[src/hw/rtl/swm_pkg.sv]
`timescale 1ns / 1ps

package swm_pkg;

   // Sizes of the sample path and of the cell row
   localparam int SAMPLE_BITS = 16;
   localparam int WINDOW_MAX  = 64;
   localparam int LEN_BITS    = 7;
   localparam int AGE_BITS    = 7;

   typedef logic signed [SAMPLE_BITS-1:0] sample_type;
   typedef logic [LEN_BITS-1:0]           len_type;
   typedef logic [AGE_BITS-1:0]           age_type;

   localparam len_type WINDOW_RESET = len_type'(3);
   localparam len_type WINDOW_TOP   = len_type'(WINDOW_MAX);

   // Per-beat control shared by every cell
   typedef struct packed {
      logic step;     // a sample beat is taken this cycle
      logic restart;  // the beat starts a new sequence
      logic drop;     // the front candidate leaves the window
      logic clear;    // register write: empty the row
   } swm_ctl_type;

   // What a cell shows its neighbors
   typedef struct packed {
      logic       valid;
      logic       keep;   // survives the new sample
      sample_type value;
      age_type    age;    // beats since the candidate entered
   } swm_link_type;

   // Window length as used: zero acts as one, large values clamp
   function automatic len_type eff_length(input len_type wl);
      len_type k;
      k = wl;
      if (wl == len_type'(0)) begin
         k = len_type'(1);
      end else if (wl > WINDOW_TOP) begin
         k = WINDOW_TOP;
      end
      return k;
   endfunction

endpackage

[src/hw/rtl/swm_if.sv]
`timescale 1ns / 1ps

// Sample channel
interface swm_req_if;
   import swm_pkg::*;
   logic       valid;
   logic       ready;
   sample_type sample;
   logic       restart;

   modport source (output valid, output sample, output restart, input ready);
   modport sink   (input valid, input sample, input restart, output ready);
endinterface

// Result channel
interface swm_rsp_if;
   import swm_pkg::*;
   logic       valid;
   logic       ready;
   sample_type window_max;

   modport source (output valid, output window_max, input ready);
   modport sink   (input valid, input window_max, output ready);
endinterface

// Window length register write channel
interface swm_csr_if;
   import swm_pkg::*;
   logic    valid;
   logic    ready;
   len_type window_length;

   modport source (output valid, output window_length, input ready);
   modport sink   (input valid, input window_length, output ready);
endinterface

[src/hw/rtl/swm_cell.sv]
`timescale 1ns / 1ps

// One slot of the monotonic candidate queue. Slot 0 is the front.
module swm_cell import swm_pkg::*; (
   input  logic         clock,
   input  logic         reset,
   input  swm_ctl_type  ctl,
   input  sample_type   sample,
   input  logic         head,      // this is the front slot
   input  logic         prv_keep,  // left neighbor survives
   input  swm_link_type nxt,       // right neighbor
   output swm_link_type own,
   output sample_type   value_in
);

   logic       valid_ff, valid_in;
   sample_type value_ff;
   age_type    age_ff, age_in;
   logic       keep;

   // A valid candidate survives unless the new sample is strictly larger or the beat is a restart
   assign keep = valid_ff && !ctl.restart && (value_ff >= sample);

   assign own = '{valid: valid_ff, keep: keep, value: value_ff, age: age_ff};

   // Next slot contents: hold, empty, shift in from the right, or take the new sample
   always_comb begin
      valid_in = valid_ff;
      value_in = value_ff;
      age_in   = age_ff;
      if (ctl.clear) begin
         valid_in = 1'b0;
      end else if (ctl.step) begin
         if (ctl.drop) begin
            if (nxt.keep) begin
               valid_in = 1'b1;
               value_in = nxt.value;
               age_in   = nxt.age + 1'b1;
            end else if (keep || head) begin
               valid_in = 1'b1;
               value_in = sample;
               age_in   = age_type'(1);
            end else begin
               valid_in = 1'b0;
            end
         end else begin
            if (keep) begin
               age_in = age_ff + 1'b1;
            end else if (prv_keep) begin
               valid_in = 1'b1;
               value_in = sample;
               age_in   = age_type'(1);
            end else begin
               valid_in = 1'b0;
            end
         end
      end
   end

   always_ff @(posedge clock) begin
      if (reset) begin
         valid_ff <= 1'b0;
      end else begin
         valid_ff <= valid_in;
      end
   end

   always_ff @(posedge clock) begin
      value_ff <= value_in;
      age_ff   <= age_in;
   end

endmodule

[src/hw/rtl/sliding_window_maximum.sv]
`timescale 1ns / 1ps
// A result beat is registered and appears in the cycle after the sample beat that causes it.
// Throughput: one sample beat per cycle while the result is not stalled; the whole cell row updates in that cycle.
// A sample yields a result only once eff_length(window_length) samples of the sequence are in.
// Reset: window_length goes to 3, the candidate row and sample count are emptied.
// A window_length write also empties them; a restart sample replaces them with itself alone.

module sliding_window_maximum import swm_pkg::*; (
   input logic       clock,
   input logic       reset,
   swm_req_if.sink   req_if,
   swm_rsp_if.source rsp_if,
   swm_csr_if.sink   csr_if
);

   len_type      window_length_ff;
   len_type      k;
   len_type      seen_ff, seen_in, seen_cur, seen_step;
   logic         rsp_valid_ff, rsp_valid_in;
   sample_type   window_max_ff;
   logic         step, csr_write, emit;
   swm_ctl_type  ctl;
   swm_link_type link [WINDOW_MAX+1];
   sample_type   value_nxt [WINDOW_MAX];

   assign k         = eff_length(window_length_ff);
   assign step      = req_if.valid && req_if.ready;
   assign csr_write = csr_if.valid && csr_if.ready;

   assign req_if.ready = !rsp_valid_ff || rsp_if.ready;
   assign csr_if.ready = 1'b1;
   assign rsp_if.valid      = rsp_valid_ff;
   assign rsp_if.window_max = window_max_ff;

   // Sample count of the current sequence, saturating at the window length
   always_comb begin
      seen_cur  = req_if.restart ? len_type'(0) : seen_ff;
      seen_step = (seen_cur < k) ? seen_cur + 1'b1 : seen_cur;
      seen_in   = seen_ff;
      if (csr_write) begin
         seen_in = len_type'(0);
      end else if (step) begin
         seen_in = seen_step;
      end
   end

   assign emit = step && (seen_step >= k);

   // Front leaves when it entered exactly one window length ago
   always_comb begin
      ctl.step    = step;
      ctl.restart = req_if.restart;
      ctl.clear   = csr_write;
      ctl.drop    = !req_if.restart && link[0].valid && (link[0].age == k)
                    && (seen_ff >= k);
   end

   // Candidate row
   assign link[WINDOW_MAX] = '0;
   for (genvar i = 0; i < WINDOW_MAX; i++) begin : g_cell
      logic prv_keep;
      if (i == 0) begin : g_head
         assign prv_keep = 1'b1;
      end else begin : g_body
         assign prv_keep = link[i-1].keep;
      end
      swm_cell u_cell (
         .clock    (clock),
         .reset    (reset),
         .ctl      (ctl),
         .sample   (req_if.sample),
         .head     (i == 0),
         .prv_keep (prv_keep),
         .nxt      (link[i+1]),
         .own      (link[i]),
         .value_in (value_nxt[i])
      );
   end

   // Output register
   always_comb begin
      rsp_valid_in = rsp_valid_ff;
      if (emit) begin
         rsp_valid_in = 1'b1;
      end else if (rsp_if.ready) begin
         rsp_valid_in = 1'b0;
      end
   end

   always_ff @(posedge clock) begin
      if (reset) begin
         window_length_ff <= WINDOW_RESET;
         seen_ff          <= len_type'(0);
         rsp_valid_ff     <= 1'b0;
      end else begin
         if (csr_write) begin
            window_length_ff <= csr_if.window_length;
         end
         seen_ff      <= seen_in;
         rsp_valid_ff <= rsp_valid_in;
      end
   end

   always_ff @(posedge clock) begin
      if (emit) begin
         window_max_ff <= value_nxt[0];
      end
   end

endmodule

[src/flat_wrapper.sv]
// flat-port wrapper written by rule: the top's interface ports become plain ports
module sliding_window_maximum_flat import swm_pkg::*;
  (clock, reset, req_if_valid, req_if_sample, req_if_restart, req_if_ready, rsp_if_valid, rsp_if_window_max, rsp_if_ready, csr_if_valid, csr_if_window_length, csr_if_ready);
  swm_req_if req_if_i ();
  swm_rsp_if rsp_if_i ();
  swm_csr_if csr_if_i ();
  input logic clock;
  input logic reset;
  input wire logic [$bits(req_if_i.valid)-1:0] req_if_valid;
  input wire logic [$bits(req_if_i.sample)-1:0] req_if_sample;
  input wire logic [$bits(req_if_i.restart)-1:0] req_if_restart;
  output wire logic [$bits(req_if_i.ready)-1:0] req_if_ready;
  output wire logic [$bits(rsp_if_i.valid)-1:0] rsp_if_valid;
  output wire logic [$bits(rsp_if_i.window_max)-1:0] rsp_if_window_max;
  input wire logic [$bits(rsp_if_i.ready)-1:0] rsp_if_ready;
  input wire logic [$bits(csr_if_i.valid)-1:0] csr_if_valid;
  input wire logic [$bits(csr_if_i.window_length)-1:0] csr_if_window_length;
  output wire logic [$bits(csr_if_i.ready)-1:0] csr_if_ready;
  assign req_if_i.valid = req_if_valid;
  assign req_if_i.sample = req_if_sample;
  assign req_if_i.restart = req_if_restart;
  assign req_if_ready = req_if_i.ready;
  assign rsp_if_valid = rsp_if_i.valid;
  assign rsp_if_window_max = rsp_if_i.window_max;
  assign rsp_if_i.ready = rsp_if_ready;
  assign csr_if_i.valid = csr_if_valid;
  assign csr_if_i.window_length = csr_if_window_length;
  assign csr_if_ready = csr_if_i.ready;
  sliding_window_maximum u_core (.clock(clock), .reset(reset), .req_if(req_if_i), .rsp_if(rsp_if_i), .csr_if(csr_if_i));
endmodule
[config.mk]
export PLATFORM = sky130hd
export DESIGN_NAME = sliding_window_maximum_flat
export DESIGN_NICKNAME = d
export VERILOG_FILES = /design/src/hw/rtl/swm_pkg.sv /design/src/hw/rtl/swm_if.sv /design/src/hw/rtl/swm_cell.sv /design/src/hw/rtl/sliding_window_maximum.sv /design/src/flat_wrapper.sv
export SDC_FILE = /design/constraint.sdc
export NUM_CORES = 2
export LEC_CHECK = 0
export BUFFER_PORTS_ARGS = -buffer_cell sky130_fd_sc_hd__buf_2
export CAP_MARGIN = 10
export CORE_ASPECT_RATIO = 1.4
export CORE_UTILIZATION = 30
export DETAILED_ROUTE_END_ITERATION = 12
export GPL_ROUTABILITY_DRIVEN = 0
export SYNTH_ARGS = -nofsm -noshare
export SYNTH_HDL_FRONTEND = slang
export SYNTH_SLANG_ARGS = --single-unit
[constraint.sdc]
create_clock -name clock -period 10.4 [get_ports clock]
set_input_delay 2.08 -clock clock [delete_from_list [all_inputs] [get_ports clock]]
set_output_delay 2.08 -clock clock [all_outputs]
set_load 0.05 [all_outputs]
==> flow_metrics.py <==
metrics = {
    "yosys": {
        "synth_edf_count": 1472,
        "synth-seq-cells": 1567,
        "synth_top_cell_by_area": "edfxtp_1",
        "yosys_warnings": 0,
        "synth.distinct_cells": 102,
        "yosysTopAreaCellShare_pct": 46.1,
        "synth_nets": 9352,
        "synth_flop_cell": "edfxtp_1",
        "synth_cells": 8214,
        "synth-seq-area-share_pct": 48.1,
        "async_flop_share_pct": 0,
        "synthTopCellsByArea": "edfxtp_1 46%, ha_1 14%, mux2_2 7.8%, o21ai_0 2.9%, a21oi_1 2.6%",
        "syn_avg_cell_area_um2": 11.7,
        "synth_area_mm2": 0.0959,
    },
    "floorplanning": {
        "dieArea_mm2": 0.322,
        "fp.dieW_um": 480,
        "core_mm2": 0.318,
        "placementRows": 245,
        "die_h_um": 671,
        "io_pins": 48,
        "start_util_pct": 30.1,
    },
    "sta": {
        "fin_crit_sh_pct": 62.5,
        "max_freq_mhz": 154,
        "worst_slack_ps": 3900,
        "fin_skew_ps": 68.7,
        "setup_viol": 0,
        "maxSlewViolCount": 0,
        "hold_viol": 0,
        "setup_tns_ps": 0,
        "slew_headroom_pct": 19.5,
        "worst_pin_slew_ps": 1200,
        "grt_setup_unrepaired": "no",
        "period_minus_slack_ps": 6500,
    },
    "finish": {
        "fin_nets": 9310,
        "fill_cells": 31406,
        "area_growth_pct": 10.8,
        "final_util_pct": 33.4,
        "multi_input_area_mm2": 0.0474,
        "layout_commonest_cell": "edfxtp_1",
        "drive_above_1_share_pct": 14.7,
        "seqCellArea_mm2": 0.0461,
        "most-common-layout-cells": "1,472 x edfxtp_1, 1,109 x ha_1, 666 x mux2_2",
    },
    "critical_path": {
        "end_kind": "register",
        "start_kind": "input port",
        "path_cells": "buf_4 -> inv_4 -> buf_4 -> buf_4 -> ha_1 -> a21o_1 -> nand3_1 -> a21oi_1 -> nor4_1 -> mux2i_1 -> a21oi_1 -> nand2_1 -> mux2_2",
        "crit_path_max_fanout": 39,
        "path_class": "input port to register",
        "crit_required_ps": 10970,
        "slowest_stage": "a21oi_1",
        "crit_arrival_ps": 7080,
        "crit_top_cell": "buf_4",
        "worstRegToRegCells": 13,
        "max_stage_delay_ps": 800,
    },
    "status": {
        "status": "finished, final reports clean",
    },
    "clock_network": {
        "post_cts.repair.setup_buffers": 0,
        "clk_pin_slew_ps": 60,
        "clock_path_buffers": 4,
        "cts_root_buf": "clkbuf_16",
        "ctsResizeCount": 0,
        "clock_sinks": 1567,
        "cts_buffers": 168,
        "insertion_delay_ps": 850,
        "tritoncts": "built",
        "ctsHoldBuffers": 0,
        "htreeDepth": 4,
    },
    "power_and_ir_drop": {
        "ir_worst_vdd_mv": 0.127,
        "power.density_mw_per_mm2": 133,
        "p_leak_nw": 38.0,
    },
    "drt": {
        "ant_nets": 0,
        "drt_wl_total_mm": 297,
        "drc": 0,
        "wl_per_cell_um": 23.7,
        "dr.first_iter.drc_count": 5796,
        "via_count": 70107,
        "via_per_inst": 5.60,
        "dr.pass1.iters": 6,
    },
    "hold_path": {
        "hold_class": "register to register",
        "min_path_cells": 2,
    },
    "global_route": {
        "grt_start_max_net_pins": 101,
        "grt_overflow": 0,
        "grt_pass1_vias": 71679,
        "grt_usage_pct": 17.9,
        "antenna_found_initial": 14,
        "grt_first_pass_wirelength_mm": 442,
    },
    "place": {
        "place_ws_ps": 2990,
        "dp_hpwl_mm": 202,
        "port_buffers": 46,
    },
    "run": {
        "maxCapViolations": 0,
    },
}
==> registers in the layout, indices dropped and copies added, names as in the netlist <==
signal	count
u_core.rsp_if.valid	1
u_core.g_cell.u_cell.valid_ff	64
u_core.g_cell.u_cell.value_ff	1024
u_core.g_cell.u_cell.age_ff	448
u_core.rsp_if.window_max	16
u_core.seen_ff	7
u_core.window_length_ff	7
==> cell usage after synthesis, types with 16 or more instances <==
| cell type | instances |
|---|---|
| mux2i_1 | 36 |
| nand3_1 | 379 |
| mux2_2 | 666 |
| and3_1 | 86 |
| buf_2 | 135 |
| o21ai_0 | 549 |
| dfxtp_1 | 95 |
| xor2_1 | 219 |
| a21oi_1 | 499 |
| o21a_1 | 28 |
| nand4_1 | 242 |
| clkbuf_1 | 218 |
| nor2b_1 | 93 |
| nor3_1 | 43 |
| nand3b_1 | 43 |
| o211ai_1 | 81 |
| o22a_1 | 26 |
| a221o_1 | 16 |
| o41ai_1 | 27 |
| mux2_4 | 31 |
| or3_1 | 22 |
| nand2b_1 | 25 |
| mux2_1 | 16 |
| edfxtp_1 | 1472 |
| o31ai_1 | 38 |
| nor4_1 | 18 |
| a211oi_1 | 39 |
| a31oi_1 | 58 |
| or4_1 | 20 |
| a2111o_1 | 28 |
| and2_1 | 28 |
| inv_1 | 223 |
| xnor2_1 | 109 |
| o22ai_1 | 269 |
| buf_1 | 23 |
| nor2_1 | 160 |
| a21boi_0 | 25 |
| nand2_1 | 561 |
| nor3b_1 | 19 |
| a21o_1 | 130 |
| clkinv_1 | 16 |
| a2111oi_0 | 23 |
| ha_1 | 1109 |
==> kinds of logic (layout without fill, tap and decap cells) <==
group	Yosys count	after routing	share of synthesized area, %
AOI/OAI and AO/OA	2001	2001	13.0
xor gates and xnor gates	328	328	2.99
adders and majority gates	1109	1109	14.5
buffers and inverters	636	723	2.79
DFF	1567	1567	48.1
muxes	749	749	8.87
other	1	10	0.00391
and+or+nand+nor	1823	1823	9.85
==> worst paths after layout <==
path	startpoint	end	slack [ps]
max	req_if_sample[9]	u_core.g_cell[13].u_cell.value_ff[10]	3900
min	u_core.seen_ff[6]	u_core.seen_ff[6]	520
max reg2reg	u_core.window_length_ff[4]	u_core.g_cell[60].u_cell.age_ff[1]	4770
min reg2reg	u_core.seen_ff[6]	u_core.seen_ff[6]	520
==> metal layers <==
| layer | track usage, % | vias up | wire length [um] |
|---|---|---|---|
| met4 | 9.96 | 6 | 17400 |
| met3 | 2.26 | 794 | 16700 |
| met1 | 20.5 | 35043 | 113000 |
| met5 | 0 | - | 29 |
| li1 | - | 31906 | - |
| met2 | 32.0 | 2358 | 149000 |
==> layout make-up <==
type	count	share of cell area [%]
multi-input cells	6011	44.6
clock buffers	239	4.39
clock inverters	60	0.534
well taps	4199	4.94
flip-flops and latches	1567	43.4
inverters	239	0.880
repair buffers	185	1.31
diodes	9	0.0212
==> critical path, delay by kind of cell <==
| family | cells | cell delay (ps) |
|---|---|---|
| AO/OA/AOI/OAI | 3 | 1050 |
| AND/OR/NAND/NOR | 3 | 1160 |
| buffers and inverters | 4 | 1750 |
| adder cells (fa/ha/maj) | 1 | 320 |
| multiplexers | 2 | 640 |
==> where the power goes <==
part	total (W)	internal, W	switching [W]
registers	0.00695	0.00692	0.0000356
logic	0.00120	0.000418	0.000779
clock network	0.00596	0.00336	0.00260
total	0.0141	0.0107	0.00342
==> metrics by stage <==
step | power (W) | hold slack, ps | instances | instance area (um2)
after floorplan | 0.00781 | 477 | 8214 | 95900
after global placement | 0.00822 | 494 | 12195 | 101000
after detailed placement | 0.00826 | 511 | 12196 | 101000
after CTS | 0.0142 | 519 | 12495 | 106000
after global routing | 0.0145 | 561 | 12503 | 106000
final | 0.0141 | 517 | 12509 | 106000
(Power assumes the default switching activity.)
